### src/rtl/core/stok_pkg.sv
// Shared types, codes and keyword tables for the script tokenizer.
`timescale 1ns / 1ps
`default_nettype none

package stok_pkg;

    localparam int unsigned MAX_RES = 4;
    localparam int unsigned QUEUE_DEPTH = 4;
    localparam int unsigned NUM_KW = 8;

    localparam logic [2:0] MODE_IDLE    = 3'd0;
    localparam logic [2:0] MODE_COMMENT = 3'd1;
    localparam logic [2:0] MODE_NUMBER  = 3'd2;
    localparam logic [2:0] MODE_IDENT   = 3'd3;
    localparam logic [2:0] MODE_STRING  = 3'd4;

    localparam logic [1:0] EV_OPEN  = 2'd0;
    localparam logic [1:0] EV_CHAR  = 2'd1;
    localparam logic [1:0] EV_CLOSE = 2'd2;
    localparam logic [1:0] EV_EOF   = 2'd3;

    localparam logic [2:0] CLS_NUMBER  = 3'd0;
    localparam logic [2:0] CLS_IDENT   = 3'd1;
    localparam logic [2:0] CLS_KEYWORD = 3'd2;
    localparam logic [2:0] CLS_STRING  = 3'd3;
    localparam logic [2:0] CLS_OPER    = 3'd4;
    localparam logic [2:0] CLS_PUNCT   = 3'd5;

    localparam logic [7:0] CH_NEWLINE = 8'h0A;
    localparam logic [7:0] CH_HASH    = 8'h23;
    localparam logic [7:0] CH_DOT     = 8'h2E;
    localparam logic [7:0] CH_SEMI    = 8'h3B;
    localparam logic [7:0] CH_DOLLAR  = 8'h24;
    localparam logic [7:0] CH_QUOTE   = 8'h22;
    localparam logic [7:0] CH_UNDER   = 8'h5F;

    localparam logic [3:0] LEN_MAX = 4'd15;

    // Keyword text, right aligned: the first letter sits in the highest used byte.
    localparam logic [79:0] KW_TEXT [NUM_KW] = '{
        80'("let"), 80'("drawText"), 80'("drawCircle"), 80'("drawLine"),
        80'("sin"), 80'("cos"), 80'("tan"), 80'("sqrt")
    };
    localparam logic [3:0] KW_LEN [NUM_KW] = '{
        4'd3, 4'd8, 4'd10, 4'd8, 4'd3, 4'd3, 4'd3, 4'd4
    };

    typedef struct packed {
        logic       kind;
        logic [7:0] char_code;
    } t_in_item;

    typedef struct packed {
        logic [1:0] event_res;
        logic [2:0] token_class;
        logic [7:0] out_char;
        logic [3:0] keyword_id;
        logic       last_of_run;
    } t_out_item;

    typedef struct packed {
        logic [1:0]                  last_idx;
        t_out_item [MAX_RES-1:0]     res;
    } t_bundle;

    function automatic t_out_item mk_res(input logic [1:0] ev, input logic [2:0] cls,
                                         input logic [7:0] ch, input logic [3:0] kw);
        t_out_item r;
        r.event_res   = ev;
        r.token_class = cls;
        r.out_char    = ch;
        r.keyword_id  = kw;
        r.last_of_run = 1'b0;
        return r;
    endfunction

endpackage

`default_nettype wire

### src/rtl/core/script_tokenizer.sv
// Top level of the streaming script tokenizer.
// With the output register free, the first result of an item passes the bundle queue and then the output register.
// Throughput: one input byte per cycle while each byte yields at most one result and i_out_ready
// is high; the output register sends one result per cycle while ready, each result of a byte in turn.
// A four-entry bundle queue lets the input keep moving during multi-result bursts.
// Reset is synchronous and active low; the scan state returns to idle between tokens.
`timescale 1ns / 1ps
`default_nettype none

module script_tokenizer (
    input  wire logic                i_clk,
    input  wire logic                i_rst_n,
    input  wire logic                i_in_valid,
    output logic                     o_in_ready,
    input  wire stok_pkg::t_in_item  i_in_item,
    output logic                     o_out_valid,
    input  wire logic                i_out_ready,
    output stok_pkg::t_out_item      o_out_item
);
    import stok_pkg::*;

    logic    push, pop, full, empty;
    t_bundle bundle, head;

    assign o_in_ready = !full;

    stok_front u_front (
        .i_clk    (i_clk),
        .i_rst_n  (i_rst_n),
        .i_accept (i_in_valid && o_in_ready),
        .i_item   (i_in_item),
        .o_push   (push),
        .o_bundle (bundle)
    );

    stok_queue u_queue (
        .i_clk    (i_clk),
        .i_rst_n  (i_rst_n),
        .i_push   (push),
        .i_bundle (bundle),
        .i_pop    (pop),
        .o_full   (full),
        .o_empty  (empty),
        .o_head   (head)
    );

    stok_back u_back (
        .i_clk       (i_clk),
        .i_rst_n     (i_rst_n),
        .i_empty     (empty),
        .i_head      (head),
        .o_pop       (pop),
        .i_out_ready (i_out_ready),
        .o_out_valid (o_out_valid),
        .o_out_item  (o_out_item)
    );

endmodule

`default_nettype wire

### src/rtl/core/stok_front.sv
// Front end: classifies each byte or end-of-file item, updates the scan state and builds a result bundle.
`timescale 1ns / 1ps
`default_nettype none

module stok_front (
    input  wire logic              i_clk,
    input  wire logic              i_rst_n,
    input  wire logic              i_accept,
    input  wire stok_pkg::t_in_item i_item,
    output logic                   o_push,
    output stok_pkg::t_bundle      o_bundle
);
    import stok_pkg::*;

    logic [2:0] r_mode, n_mode;
    logic       r_dot, n_dot;
    logic [7:0] r_cand, n_cand;
    logic [3:0] r_len, n_len;

    logic [7:0] c;
    logic       c_digit, c_alpha, c_space, c_word, c_oper;
    logic [7:0] cand_tr, cand_first;
    logic [3:0] len_inc;
    logic [3:0] kw_id;
    logic [2:0] cnt;
    logic       do_char, do_close, do_idle;
    t_out_item [MAX_RES-1:0] res;

    function automatic logic kw_step(input int unsigned k, input logic [3:0] pos,
                                     input logic [7:0] ch);
        logic [3:0] len;
        logic [3:0] idx;
        len = KW_LEN[k];
        idx = len - 4'd1 - pos;
        return (pos < len) && (KW_TEXT[k][{idx, 3'b000} +: 8] == ch);
    endfunction

    assign c       = i_item.char_code;
    assign c_digit = (c >= "0") && (c <= "9");
    assign c_alpha = ((c >= "a") && (c <= "z")) || ((c >= "A") && (c <= "Z"));
    assign c_space = (c == 8'h20) || ((c >= 8'd9) && (c <= 8'd13));
    assign c_word  = c_alpha || c_digit || (c == CH_UNDER) || (c == CH_DOLLAR);
    assign c_oper  = c inside {"+", "-", "*", "/", "=", "(", ")", ",", "%"};
    assign len_inc = (r_len == LEN_MAX) ? LEN_MAX : r_len + 4'd1;

    always_comb begin
        for (int k = 0; k < NUM_KW; k++) begin
            cand_tr[k]    = r_cand[k] & kw_step(k, r_len, c);
            cand_first[k] = kw_step(k, 4'd0, c);
        end
    end

    always_comb begin
        kw_id = 4'd0;
        for (int k = NUM_KW - 1; k >= 0; k--) begin
            if (r_cand[k] && (KW_LEN[k] == r_len)) begin
                kw_id = 4'(k + 1);
            end
        end
    end

    always_comb begin
        n_mode   = r_mode;
        n_dot    = r_dot;
        n_cand   = r_cand;
        n_len    = r_len;
        res      = '0;
        cnt      = 3'd0;
        do_char  = 1'b0;
        do_close = 1'b0;
        do_idle  = 1'b0;

        if (i_item.kind) begin
            do_close = 1'b1;
        end else begin
            case (r_mode)
                MODE_COMMENT: begin
                    if (c == CH_NEWLINE) begin
                        n_mode = MODE_IDLE;
                    end
                end
                MODE_NUMBER: begin
                    if (c_digit) begin
                        do_char = 1'b1;
                    end else if ((c == CH_DOT) && !r_dot) begin
                        n_dot   = 1'b1;
                        do_char = 1'b1;
                    end else begin
                        do_close = 1'b1;
                        do_idle  = 1'b1;
                    end
                end
                MODE_IDENT: begin
                    if (c_word) begin
                        do_char = 1'b1;
                        n_cand  = cand_tr;
                        n_len   = len_inc;
                    end else begin
                        do_close = 1'b1;
                        do_idle  = 1'b1;
                    end
                end
                MODE_STRING: begin
                    if (c == CH_QUOTE) begin
                        do_close = 1'b1;
                    end else begin
                        do_char = 1'b1;
                    end
                end
                default: begin
                    do_idle = 1'b1;
                end
            endcase
        end

        if (do_char) begin
            case (r_mode)
                MODE_IDENT:  res[0] = mk_res(EV_CHAR, CLS_IDENT, c, 4'd0);
                MODE_STRING: res[0] = mk_res(EV_CHAR, CLS_STRING, c, 4'd0);
                default:     res[0] = mk_res(EV_CHAR, CLS_NUMBER, c, 4'd0);
            endcase
            cnt = 3'd1;
        end

        if (do_close) begin
            case (r_mode)
                MODE_NUMBER: begin
                    res[cnt[1:0]] = mk_res(EV_CLOSE, CLS_NUMBER, 8'd0, 4'd0);
                    cnt = cnt + 3'd1;
                end
                MODE_IDENT: begin
                    res[cnt[1:0]] = mk_res(EV_CLOSE, (kw_id != 4'd0) ? CLS_KEYWORD : CLS_IDENT,
                                           8'd0, kw_id);
                    cnt = cnt + 3'd1;
                end
                MODE_STRING: begin
                    res[cnt[1:0]] = mk_res(EV_CLOSE, CLS_STRING, 8'd0, 4'd0);
                    cnt = cnt + 3'd1;
                end
                default: begin
                end
            endcase
            n_mode = MODE_IDLE;
            n_dot  = 1'b0;
        end

        if (do_idle) begin
            n_mode = MODE_IDLE;
            if (c_space) begin
            end else if (c == CH_HASH) begin
                n_mode = MODE_COMMENT;
            end else if (c_digit || (c == CH_DOT)) begin
                n_dot = (c == CH_DOT);
                res[cnt[1:0]] = mk_res(EV_OPEN, CLS_NUMBER, 8'd0, 4'd0);
                cnt = cnt + 3'd1;
                res[cnt[1:0]] = mk_res(EV_CHAR, CLS_NUMBER, c, 4'd0);
                cnt = cnt + 3'd1;
                n_mode = MODE_NUMBER;
            end else if (c_word) begin
                n_cand = cand_first;
                n_len  = 4'd1;
                res[cnt[1:0]] = mk_res(EV_OPEN, CLS_IDENT, 8'd0, 4'd0);
                cnt = cnt + 3'd1;
                res[cnt[1:0]] = mk_res(EV_CHAR, CLS_IDENT, c, 4'd0);
                cnt = cnt + 3'd1;
                n_mode = MODE_IDENT;
            end else if (c == CH_QUOTE) begin
                res[cnt[1:0]] = mk_res(EV_OPEN, CLS_STRING, 8'd0, 4'd0);
                cnt = cnt + 3'd1;
                n_mode = MODE_STRING;
            end else if (c_oper || (c == CH_SEMI)) begin
                res[cnt[1:0]] = mk_res(EV_OPEN, (c == CH_SEMI) ? CLS_PUNCT : CLS_OPER,
                                       8'd0, 4'd0);
                cnt = cnt + 3'd1;
                res[cnt[1:0]] = mk_res(EV_CHAR, (c == CH_SEMI) ? CLS_PUNCT : CLS_OPER,
                                       c, 4'd0);
                cnt = cnt + 3'd1;
                res[cnt[1:0]] = mk_res(EV_CLOSE, (c == CH_SEMI) ? CLS_PUNCT : CLS_OPER,
                                       8'd0, 4'd0);
                cnt = cnt + 3'd1;
            end
        end

        if (i_item.kind) begin
            res[cnt[1:0]] = mk_res(EV_EOF, CLS_NUMBER, 8'd0, 4'd0);
            cnt = cnt + 3'd1;
            n_mode = MODE_IDLE;
            n_dot  = 1'b0;
            n_cand = '1;
            n_len  = 4'd0;
        end

        if (cnt != 3'd0) begin
            res[2'(cnt - 3'd1)].last_of_run = 1'b1;
        end
    end

    always_ff @(posedge i_clk) begin
        if (!i_rst_n) begin
            r_mode <= MODE_IDLE;
            r_dot  <= 1'b0;
            r_cand <= '1;
            r_len  <= 4'd0;
        end else if (i_accept) begin
            r_mode <= n_mode;
            r_dot  <= n_dot;
            r_cand <= n_cand;
            r_len  <= n_len;
        end
    end

    assign o_push            = i_accept && (cnt != 3'd0);
    assign o_bundle.res      = res;
    assign o_bundle.last_idx = 2'(cnt - 3'd1);

endmodule

`default_nettype wire

### src/rtl/core/stok_queue.sv
// Short queue of result bundles between the front end and the back end.
`timescale 1ns / 1ps
`default_nettype none

module stok_queue (
    input  wire logic             i_clk,
    input  wire logic             i_rst_n,
    input  wire logic             i_push,
    input  wire stok_pkg::t_bundle i_bundle,
    input  wire logic             i_pop,
    output logic                  o_full,
    output logic                  o_empty,
    output stok_pkg::t_bundle     o_head
);
    import stok_pkg::*;

    localparam int unsigned PTR_W = $clog2(QUEUE_DEPTH);

    t_bundle r_mem [QUEUE_DEPTH];
    logic [PTR_W-1:0] r_wr, r_rd;
    logic [PTR_W:0]   r_cnt;

    assign o_full  = (r_cnt == (PTR_W + 1)'(QUEUE_DEPTH));
    assign o_empty = (r_cnt == '0);
    assign o_head  = r_mem[r_rd];

    always_ff @(posedge i_clk) begin
        if (i_push) begin
            r_mem[r_wr] <= i_bundle;
        end
    end

    always_ff @(posedge i_clk) begin
        if (!i_rst_n) begin
            r_wr  <= '0;
            r_rd  <= '0;
            r_cnt <= '0;
        end else begin
            if (i_push) begin
                r_wr <= r_wr + 1'b1;
            end
            if (i_pop) begin
                r_rd <= r_rd + 1'b1;
            end
            if (i_push && !i_pop) begin
                r_cnt <= r_cnt + 1'b1;
            end else if (!i_push && i_pop) begin
                r_cnt <= r_cnt - 1'b1;
            end
        end
    end

endmodule

`default_nettype wire

### src/rtl/core/stok_back.sv
// Back end: sends the results of each bundle one per transfer through an output register.
`timescale 1ns / 1ps
`default_nettype none

module stok_back (
    input  wire logic              i_clk,
    input  wire logic              i_rst_n,
    input  wire logic              i_empty,
    input  wire stok_pkg::t_bundle i_head,
    output logic                   o_pop,
    input  wire logic              i_out_ready,
    output logic                   o_out_valid,
    output stok_pkg::t_out_item    o_out_item
);
    import stok_pkg::*;

    logic      r_valid;
    t_out_item r_item;
    logic [1:0] r_idx;
    logic      load;

    assign load        = !i_empty && (!r_valid || i_out_ready);
    assign o_pop       = load && (r_idx == i_head.last_idx);
    assign o_out_valid = r_valid;
    assign o_out_item  = r_item;

    always_ff @(posedge i_clk) begin
        if (load) begin
            r_item <= i_head.res[r_idx];
        end
    end

    always_ff @(posedge i_clk) begin
        if (!i_rst_n) begin
            r_valid <= 1'b0;
            r_idx   <= 2'd0;
        end else begin
            if (load) begin
                r_valid <= 1'b1;
                r_idx   <= o_pop ? 2'd0 : r_idx + 2'd1;
            end else if (i_out_ready) begin
                r_valid <= 1'b0;
            end
        end
    end

endmodule

`default_nettype wire

### config.mk
export PLATFORM = sky130hd
export DESIGN_NAME = script_tokenizer
export DESIGN_NICKNAME = d
export VERILOG_FILES = /design/src/rtl/core/stok_pkg.sv /design/src/rtl/core/script_tokenizer.sv /design/src/rtl/core/stok_front.sv /design/src/rtl/core/stok_queue.sv /design/src/rtl/core/stok_back.sv
export SDC_FILE = /design/constraint.sdc
export NUM_CORES = 1
export LEC_CHECK = 0
export BUFFER_PORTS_ARGS = -buffer_cell sky130_fd_sc_hd__buf_2
export CAP_MARGIN = 10
export CORE_UTILIZATION = 59
export CTS_CLUSTER_DIAMETER = 50
export CTS_CLUSTER_SIZE = 20
export DETAILED_ROUTE_END_ITERATION = 7
export PLACE_DENSITY = 0.76
export SYNTH_ARGS = -nofsm -noshare
export SYNTH_HDL_FRONTEND = slang
export SYNTH_SLANG_ARGS = --single-unit
### constraint.sdc
create_clock -name i_clk -period 9.6 [get_ports i_clk]
set_clock_uncertainty 0.1 [all_clocks]
set_input_delay 1.92 -clock i_clk [delete_from_list [all_inputs] [get_ports i_clk]]
set_output_delay 1.92 -clock i_clk [all_outputs]
set_load 0.01 [all_outputs]
# Yosys cells after proc, flatten, opt, wreduce, memory -nomap -nowiden
# Memories as Yosys holds them, arrays and structs flattened. A register that Yosys moved wholly into a read port is not among the register bits.
# Index checks and enable logic that the tools add are counted.
# word_totals
elab_cells	302
ff_bits	44
mem_bits_rw	296
n_memories	1
# memory_table
name	words	word_bits	rd	rd_ports_with_merged_regs	wr	line_no	rtl
u_queue.r_mem	4	74	1	1	1	stok_queue.sv:19	t_bundle r_mem [QUEUE_DEPTH];
# classes
eq_ne	41
muxes	114
shifts	8
add_sub_neg	16
n_reduce_logical	58
order_cmp	25
bitwise	25
# op_table
operator	count
72-bit two-way mux	10
80-bit by 8-bit variable part select with 8-bit output, first input constant	8
72-bit bitwise mux	7
18-bit demux with 2-bit select	6
72-bit one-hot mux with 3 select lines	1
68-bit inverter	2
64-bit AND	2
64-bit inverter	2
18-bit two-way mux	7
8-bit by 6-bit == test with 1-bit output, second input constant	15
72-bit AND	1
72-bit inverter	1
17-bit by 68-bit AND with 68-bit output	1
68-bit AND	1
4-bit two-way mux	17
3-bit two-way mux	22
8-bit == test	8
8-bit two-way mux	8
15-bit by 60-bit AND with 60-bit output	1
60-bit inverter	1
7-bit by 8-bit == test with 1-bit output, first input constant	5
18-bit binary-select mux with 2-bit select	1
1-bit logical AND	33
15-bit one-hot mux with 2 select lines	1
other kinds (50)	126

# Depth between registers and ports, before layout
# Gate-level depths: netlist of the first run.
# depth
ltp_word	32
ltp_mapped	26
ltp_nobuf	25

# Cells and area by module
# Synthesis of the first run repeated with hierarchy kept, for this count alone.
# hier_totals
cells_unflattened	1064
hier_area_um2	16339.4
# modules_own_cells
mod	cells_each	seq_area_each_um2	n_inst	area_each_um2
stok_queue	429	9068.7	1	11125.7
stok_front	572	320.3	1	4027.6
stok_back	61	600.6	1	1176.1
script_tokenizer	2	0.0	1	10.0

# Least setup slack after synthesis of the first run
# No wires, ideal clock.
# synth_timing
path_type	input -> register
start	in i_in_item[6] (netlist name)
end	mem u_queue.r_mem[0][0] (netlist name), enable pin
t_arrival_ps	7255
t_required_ps	9069
slack_ps	1814
setup_time_ps	431
path_buffers	1
path_stages	20
path_cell_list	buf_2 nor3b_2 nand4_1 a32o_1 a21oi_1 inv_1 ha_1 a21oi_4 inv_1 ha_1 or3_1 a21o_1 o21a_2 ha_1 nand2_1 a21boi_1 ha_1 a21o_1 o31ai_4 and2_1
# synth_via
elab_chain_len	29
word_cells_on_any_way	71
# synth_lines
item	line_no	rtl
start: declaration	script_tokenizer.sv:15	input wire stok_pkg::t_in_item i_in_item,
8-bit by 7-bit >= comparator with 1-bit output / 8-bit by 7-bit <= comparator with 1-bit output (equally long branches)	stok_front.sv:40	assign c_alpha = ((c >= "a") && (c <= "z")) || ((c >= "A") && (c <= "Z"));
1-bit logical AND	stok_front.sv:40	
1-bit logical OR	stok_front.sv:40	
1-bit logical OR (3 in series)	stok_front.sv:42	assign c_word = c_alpha || c_digit || (c == CH_UNDER) || (c == CH_DOLLAR);
1-bit two-way mux	stok_front.sv:94	if (c_word) begin
1-bit one-hot mux with 3 select lines	stok_front.sv:76	case (r_mode)
1-bit two-way mux	stok_front.sv:73	if (i_item.kind) begin
1-bit two-way mux	stok_front.sv:116	if (do_char) begin
(+12 left out)	--	
3-bit two-way mux *	stok_front.sv:147	if (do_idle) begin
3-bit by 1-bit adder with 3-bit output	stok_front.sv:186	cnt = cnt + 3'd1;
3-bit two-way mux *	stok_front.sv:184	if (i_item.kind) begin
3-bit nonzero test *	stok_front.sv:212	assign o_push = i_accept && (cnt != 3'd0);
1-bit logical AND *	stok_front.sv:212	
named net push	script_tokenizer.sv:22	logic push, pop, full, empty;
1-bit two-way mux *	stok_queue.sv:28	if (i_push) begin
1-bit two-way mux (implied by the code) *	stok_queue.sv:29	r_mem[r_wr] <= i_bundle;
end: declaration	stok_queue.sv:19	
# The timed path passes the listed nets; every way through them passes the cells marked *.

# Worst setup path after layout of the first run
# layout_timing
start	in i_in_item[4] (netlist name)
end	reg u_queue.r_cnt[2]
# layout_via
elab_chain_len	30
word_cells_on_any_way	74
# layout_lines
item	line_no	rtl
8-bit by 7-bit >= comparator with 1-bit output / 8-bit by 7-bit <= comparator with 1-bit output (equally long branches)	stok_front.sv:40	
1-bit logical AND	stok_front.sv:40	
1-bit logical OR	stok_front.sv:40	
1-bit logical OR (3 in series)	stok_front.sv:42	
1-bit two-way mux	stok_front.sv:94	
1-bit one-hot mux with 3 select lines	stok_front.sv:76	
1-bit two-way mux	stok_front.sv:73	
1-bit two-way mux	stok_front.sv:116	
(+13 left out)	--	
3-bit by 1-bit adder with 3-bit output	stok_front.sv:186	
3-bit two-way mux *	stok_front.sv:184	
3-bit nonzero test *	stok_front.sv:212	
1-bit logical AND *	stok_front.sv:212	
named net push	script_tokenizer.sv:22	
1-bit logical NOT	stok_queue.sv:47	end else if (!i_push && i_pop) begin
1-bit logical AND	stok_queue.sv:47	
2-bit nonzero test (no source line)	--	
end signal: assignment	stok_queue.sv:46	r_cnt <= r_cnt + 1'b1;
end signal: assignment	stok_queue.sv:48	r_cnt <= r_cnt - 1'b1;
end: declaration	stok_queue.sv:21	logic [PTR_W:0] r_cnt;
# Marked as above.
# A chain may end at the register's enable or synchronous reset.

==> impl_metrics.yaml, run 1 <==
synthesis:
  synthTopCellsByArea: "edfxtp_1 57%, mux4_2 12%, dfxtp_1 3.8%"
  ys_seq_area_share_pct: 61.19
  yosysTopAreaCell: "edfxtp_1"
  yosys.cell_types.count: 92
  synth_cells: 994
  ys.flop_type: "edfxtp_1"
  synth_area_per_cell_um2: 14.84
  ys_seq_elements: 310
  synthesis.area_mm2: 0.01476
  synthArstFlopShare_pct: 0
  synth-edff-count: 282
  yosys_warnings: 0
  synth.top_cell.area_share_pct: 57.39
die:
  pin_count: 33
  row_count: 57
  dieArea_mm2: 0.02564
  die_w_um: 160.1
  design.core.area_mm2: 0.02439
  start_util_pct: 60.50
  die_y_um: 160.1
place:
  port_buffers: 32
  gp_congestion: 0.9238
  dp_hpwl_um: 19800
timing:
  maxSlewViolCount: 0
  min_period_over_period_pct: 78.91
  final_hold_viol_count: 0
  clock.fmax_ghz: 0.1320
  maxSlewHeadroom_pct: 33.20
  fin_setup_tns_ns: 0
  grt_setup_unrepaired: "false"
  layout_min_cycle_time_ns: 7.575
  hold_slack_ns: 0.3888
  worst_pin_slew_ns: 0.9999
  setup_viol_count_final: 0
worst_setup_path:
  critical_path.max_fanout: 16
  critPathLaunchType: "primary input"
  cp-end-kind: "register"
  crit_required_ns: 9.96
  crit_arrival_ns: 7.93
  r2r_cells: 24
  path_class: "in2reg"
final_layout:
  final_nets: 1095
  final_common_cell: "edfxtp_1"
  drive_gt1_share_pct: 19.22
  num_antenna_cells: 0
  area_growth_pct: 9.319
  final_util_pct: 66.13
  layout_common_cells: "282 x edfxtp_1, 80 x mux4_2, 64 x nand2_1"
status:
  outcome: "finished clean"
power:
  peakVddDrop_mv: 0.2116
  p_total_w: 0.003456
  p_per_area_mw_per_mm2: 214.3
  p_leak_nw: 5.443
global_routing:
  antenna_found_initial: 0
  track_usage_pct: 24.98
  grt_pass1_wl_um: 49070
  grt_pass1_vias: 8489
  grt_max_degree: 67
  grt_overflow: 0
worst_hold_path:
  hp-class: "reg2reg"
  hold_path_depth: 2
detailed_routing:
  num_vias: 8697
  drcViolationCount: 0
  first_pass_iters: 8
  ant_nets: 0
  drt_iter0_drc: 1004
  wl_per_cell_um: 22.64
  routed_wl_um: 31240
  via_per_inst: 6.302
clock_network:
  numCtsBuffers: 26
  cts_setup_buffers: 0
  cts.clk_slew.worst_paths_ns: 0.07
  cts-root-buf: "clkbuf_16"
  clk-insertion-delay-late_ns: 0.54
  cts_sinks: 310
  cts_hold_buffers: 0
  htree_levels: 1
  clockBufferDepth: 3
  cts_resized: 0
  cts_tree: "done"
run:
  drv_cap: 0
## worst max-delay path: stages
cell and delay (ns):
buf_2 0.21, inv_1 0.43, nand4_1 0.47, a32o_1 0.36
a21oi_1 0.26, inv_1 0.14, ha_1 0.33, a21oi_4 0.28
inv_1 0.19, ha_1 0.28, or3_1 0.38, a21o_1 0.16
o21a_2 0.14, ha_1 0.28, nand2_1 0.07, a21boi_1 0.17
ha_1 0.22, a21o_1 0.18, o31ai_4 0.11, ha_1 0.26
inv_1 0.06, fa_1 0.37, xor2_1 0.17, or3_1 0.30
a21boi_0 0.17
## layout make-up
| cell class | instances | area, um2 |
|---|---|---|
| Fill cell | 1687 | 8260 |
| Clock buffer | 29 | 683.2 |
| Sequential cell | 310 | 9035 |
| Inverter | 29 | 108.9 |
| Tap cell | 324 | 405.4 |
| Multi-Input combinational cell | 630 | 5505 |
| Clock inverter | 17 | 165.2 |
| Timing Repair Buffer | 41 | 227.7 |
## path summary, 6_finish.rpt
| check | to | slack, ns | startpoint |
|---|---|---|---|
| worst max-delay path | u_queue.r_cnt[2]$_SDFFE_PN0P_ | 2.02 | i_in_item[4] |
| worst max register to register | u_queue.r_cnt[2]$_SDFFE_PN0P_ | 3.80 | u_front.r_mode[1]$_SDFFE_PN0P_ |
| worst min-delay path | u_front.r_dot$_SDFFE_PN0P_ | 0.39 | u_front.r_dot$_SDFFE_PN0P_ |
| worst min register to register | u_front.r_dot$_SDFFE_PN0P_ | 0.39 | u_front.r_dot$_SDFFE_PN0P_ |
## sequential cells by signal, indices dropped and copies added, names as in the netlist, named ones only
signal              cells
u_queue.r_cnt           3
u_queue.r_wr            2
u_front.r_mode          3
u_front.r_cand          8
u_back.o_out_valid      1
u_back.o_out_item      18
u_back.r_idx            2
u_queue.r_mem         264
u_front.r_dot           1
u_queue.r_rd            2
u_front.r_len           4
## layer usage
metal	track usage, %	part of all wire (%)
met1	36.78	44
met2	39.62	47
met3	3.247	6.3
met4	6.883	2.2
met5	0	0
## where the power goes
part | internal (W) | switching, W
clock | 0.000535 | 0.000500
combinational | 0.000360 | 0.000369
sequential | 0.00163 | 0.0000631
## cells in the mapped netlist, types with 3 or more instances
master,number
a32oi_1,3
buf_1,7
o21a_1,4
mux2i_1,8
and2_1,38
o211ai_1,4
a31o_2,3
a211oi_1,3
a31oi_1,10
o21ai_2,3
nand3_1,18
xor2_1,10
a21oi_1,30
a21o_1,4
dfxtp_1,28
edfxtp_1,282
inv_1,28
o21ai_1,4
a21boi_0,4
a21oi_2,3
a221oi_1,5
nand2_1,64
a22oi_1,5
nand3b_1,3
mux4_2,80
nor3b_1,6
nor2b_1,16
o22ai_1,6
a2111oi_0,3
and3_1,13
buf_2,13
o21ai_0,36
clkbuf_1,29
o31ai_1,4
nand4_1,9
xnor2_1,25
nand2b_1,6
ha_1,43
or3_1,5
and4_1,3
nor2_1,52
nor3_1,14
## cells by family (layout without fill, tap and decap cells)
kind of cell	Yosys count	count (layout)	share of synthesized area, %
adder cells (fa/ha/maj)	44	44	3.782
AND/OR/NAND/NOR	270	270	9.803
flip-flops	310	310	61.19
other	1	28	0.02541
XOR/XNOR	35	35	2.077
multiplexers	89	89	12.83
AO/OA/AOI/OAI	164	164	7.997
buffers and inverters	81	116	2.298
## through the flow
| step | instance area (um2) | std cells | setup WS (ns) |
|---|---|---|---|
| 2_1_floorplan | 14860 | 1021 | 1.814 |
| 3_3_place_gp | 15280 | 1334 | 1.814 |
| 3_5_place_dp | 15280 | 1334 | 1.626 |
| 4_1_cts | 16130 | 1380 | 2.128 |
| 5_1_grt | 16130 | 1380 | 1.692 |
| 6_report | 16130 | 1380 | 2.025 |
(Power assumes the default switching activity.)
==> run 2, diff against run 1 <==
--- a/config.mk
+++ b/config.mk
@@ -5,6 +5,7 @@
 export SDC_FILE = /design/constraint.sdc
 export NUM_CORES = 1
 export LEC_CHECK = 0
+export ABC_AREA = 1
 export BUFFER_PORTS_ARGS = -buffer_cell sky130_fd_sc_hd__buf_2
 export CAP_MARGIN = 10
 export CORE_UTILIZATION = 59
==> constraint.sdc (replaced) <==
create_clock -name i_clk -period 7.38 [get_ports i_clk]
set_clock_uncertainty 0.1 [all_clocks]
set_input_delay 1.476 -clock i_clk [delete_from_list [all_inputs] [get_ports i_clk]]
set_output_delay 1.476 -clock i_clk [all_outputs]
set_load 0.01 [all_outputs]
==> run 2 against run 1 <==
Non-clock buffer count increased by 9; synthesized area increased by 4.1%; hold slack got worse by 0.0078 ns; final cell count increased by 41%; synthesized cell count increased by 58%; highest routed layer unchanged; clock power increased by 38%; critical path depth increased by 10; design area increased by 4.3%.
==> impl_metrics.yaml, run 2 <==
status:
  outcome: "finished clean"
worst_hold_path:
  hold_path_depth: 2
  min_from: "u_front.r_dot$_SDFFE_PN0P_"
  hp-class: "reg2reg"
  hold-path-endpoint: "u_front.r_dot$_SDFFE_PN0P_"
clock_network:
  cts_sinks: 310
  cts_setup_buffers: 0
  numCtsBuffers: 27
  htree_levels: 1
  clockBufferDepth: 3
  cts_hold_buffers: 0
  cts.clk_slew.worst_paths_ns: 0.07
  cts_resized: 0
  cts-root-buf: "clkbuf_16"
  clk-insertion-delay-late_ns: 0.56
  cts_tree: "done"
worst_setup_path:
  crit_path_start: "i_in_item[4]"
  r2r_slack_ns: 2.02
  path_class: "in2reg"
  crit_required_ns: 7.71
  cp-end-kind: "register"
  critPathLaunchType: "primary input"
  crit_top_cell: "inv_1"
  r2r_cells: 31
  regToRegEndpoint: "u_queue.r_cnt[2]$_SDFFE_PN0P_"
  rr_startpoint: "u_front.r_mode[1]$_SDFFE_PN0P_"
  cpPeakStageDelay_ns: 0.40
  crit_arrival_ns: 6.72
  crit_slowest_cell: "fa_1"
  critical_path.max_fanout: 12
synthesis:
  ys_seq_elements: 310
  synth.area.mux_share_pct: 0
  synth_simple_gate_area_share_pct: 19.21
  synthArstFlopShare_pct: 0
  ys_top_cells_by_count: "282 x edfxtp_1, 273 x nand2_1, 235 x nor2_1"
  synth.top_cell.area_share_pct: 55.15
  ys_seq_area_share_pct: 58.80
  synth_area_per_cell_um2: 9.749
  synthesis.area_mm2: 0.01535
  synth-compound-area-share_pct: 12.49
  synth-edff-count: 282
  synth_most_common_cell: "edfxtp_1"
  synth_cells: 1575
  yosysTopAreaCell: "edfxtp_1"
  synth_xor_area_share_pct: 0.7415
  synth-adder-area-share_pct: 3.634
  synth_top_family_by_area: "simple AND/OR/NAND/NOR gates"
  yosys_warnings: 0
  yosys.cell_types.count: 46
  ys.flop_type: "edfxtp_1"
  synthTopCellsByArea: "edfxtp_1 55%, nand2_1 6.7%, o21ai_0 5.9%"
timing:
  clock.fmax_ghz: 0.1565
  grt_setup_unrepaired: "false"
  maxSlewViolCount: 0
  layout_min_cycle_time_ns: 6.389
  maxSlewHeadroom_pct: 22.77
  setup_ws_ns: 0.9907
  final_hold_viol_count: 0
  worst_pin_slew_ns: 1.158
  min_period_over_period_pct: 86.58
  setup_viol_count_final: 0
final_layout:
  num_antenna_cells: 0
  fillers: 1959
  regMostFlops: "u_queue.r_mem"
  seqCellArea_mm2: 0.009034
  area_growth_pct: 9.542
  final_nets: 1658
  layout_common_cells: "282 x edfxtp_1, 273 x nand2_1, 231 x nor2_1"
  largest_reg_flops: 264
  multi_input_area_mm2: 0.005690
  final_common_cell: "edfxtp_1"
  drive_gt1_share_pct: 9.383
  stdcell_area_mm2: 0.01682
power:
  peakVddDrop_mv: 0.2613
  p_comb_share_pct: 29.0
  p_per_area_mw_per_mm2: 311.2
  p_switching_w: 0.001848
  intPower_w: 0.003387
  swShare_pct: 35.30
  p_leak_nw: 6.445
  seq_power_share_pct: 43.7
  p_total_w: 0.005235
  clock_power_share_pct: 27.3
die:
  dieArea_mm2: 0.02667
  pin_count: 33
  die_y_um: 163.3
  die_w_um: 163.3
  design.core.area_mm2: 0.02533
  row_count: 58
  start_util_pct: 60.63
place:
  dp_slack_ns: 0.5635
  placed_area_mm2: 0.01592
  port_buffers: 32
  gp_congestion: 1.003
  dp_hpwl_um: 26790
detailed_routing:
  wl_per_cell_um: 20.73
  via_per_inst: 6.092
  num_vias: 11880
  routed_wl_um: 40420
  ant_nets: 0
  drt_iter0_drc: 1286
  drcViolationCount: 0
  first_pass_iters: 5
global_routing:
  antenna_found_initial: 0
  grt_pass1_wl_um: 62650
  grt_overflow: 0
  grt_max_degree: 117
  track_usage_pct: 30.85
  grt_pass1_vias: 11160
run:
  drv_cap: 0
[run 2: cell type report]
class / instances / area share [%]
Clock buffer: 29 / 4.121
Clock inverter: 19 / 1.227
Inverter: 113 / 2.529
Multi-Input combinational cell: 1099 / 33.83
Sequential cell: 310 / 53.71
Tap cell: 330 / 2.455
Timing Repair Buffer: 50 / 2.127
[run 2: per-stage QoR]
step / util, % / hold slack (ns) / TNS (ns) / cells
floorplan: - / 0.3453 / -186.68 / 1602
global placement: 62.86 / 0.3603 / 0 / 1902
detailed placement: 62.86 / 0.3665 / 0 / 1902
CTS: 66.41 / 0.3772 / 0 / 1950
global route: 66.41 / 0.3915 / 0 / 1950
finish: 66.41 / 0.3809 / 0 / 1950
[run 2: worst max path at each step]
stage               cells past startpoint                              to  slack [ns]
finish                                 35   u_queue.r_cnt[2]$_SDFFE_PN0P_        0.99
global route                           35   u_queue.r_cnt[2]$_SDFFE_PN0P_        0.49
CTS                                    35   u_queue.r_cnt[2]$_SDFFE_PN0P_        1.05
detailed placement                     30  u_queue.r_mem[2][24]$_DFFE_PP_        0.56
global placement                       30  u_queue.r_mem[2][42]$_DFFE_PP_        0.73
floorplan                              29   u_queue.r_mem[0][0]$_DFFE_PP_       -0.71
[run 2: layer usage]
metal	vias up	track usage (%)	share of wire, %
met4	0	13.08	4.5
li1	5555	-	-
met3	109	4.520	7.8
met5	-	0	0
met2	577	49.71	47
met1	5638	41.81	40
[run 2: power groups by stage]
stage | clock, W | combinational, W | sequential [W]
2_1_floorplan | 0 | 0.000995 | 0.00234
3_3_place_gp | 0 | 0.00146 | 0.00232
3_5_place_dp | 0 | 0.00150 | 0.00232
4_1_cts | 0.00144 | 0.00151 | 0.00229
5_1_grt | 0.00151 | 0.00167 | 0.00231
6_report | 0.00143 | 0.00152 | 0.00229
[run 2: cell families (layout without fill, tap and decap cells)]
kind of cell               Yosys count  after routing
xor gates and xnor gates            13             13
AOI/OAI and AO/OA                  328            328
DFF                                310            310
adders and majority gates           44             44
other                                1             28
buffers and inverters              193            211
and+or+nand+nor                    686            686
[run 2: worst max-delay path: cells and delay by family]
family	cells	cell delay, ns
AOI/OAI and AO/OA	9	1.07
and+or+nand+nor	12	1.44
buffers and inverters	8	1.13
adders and majority gates	6	1.60
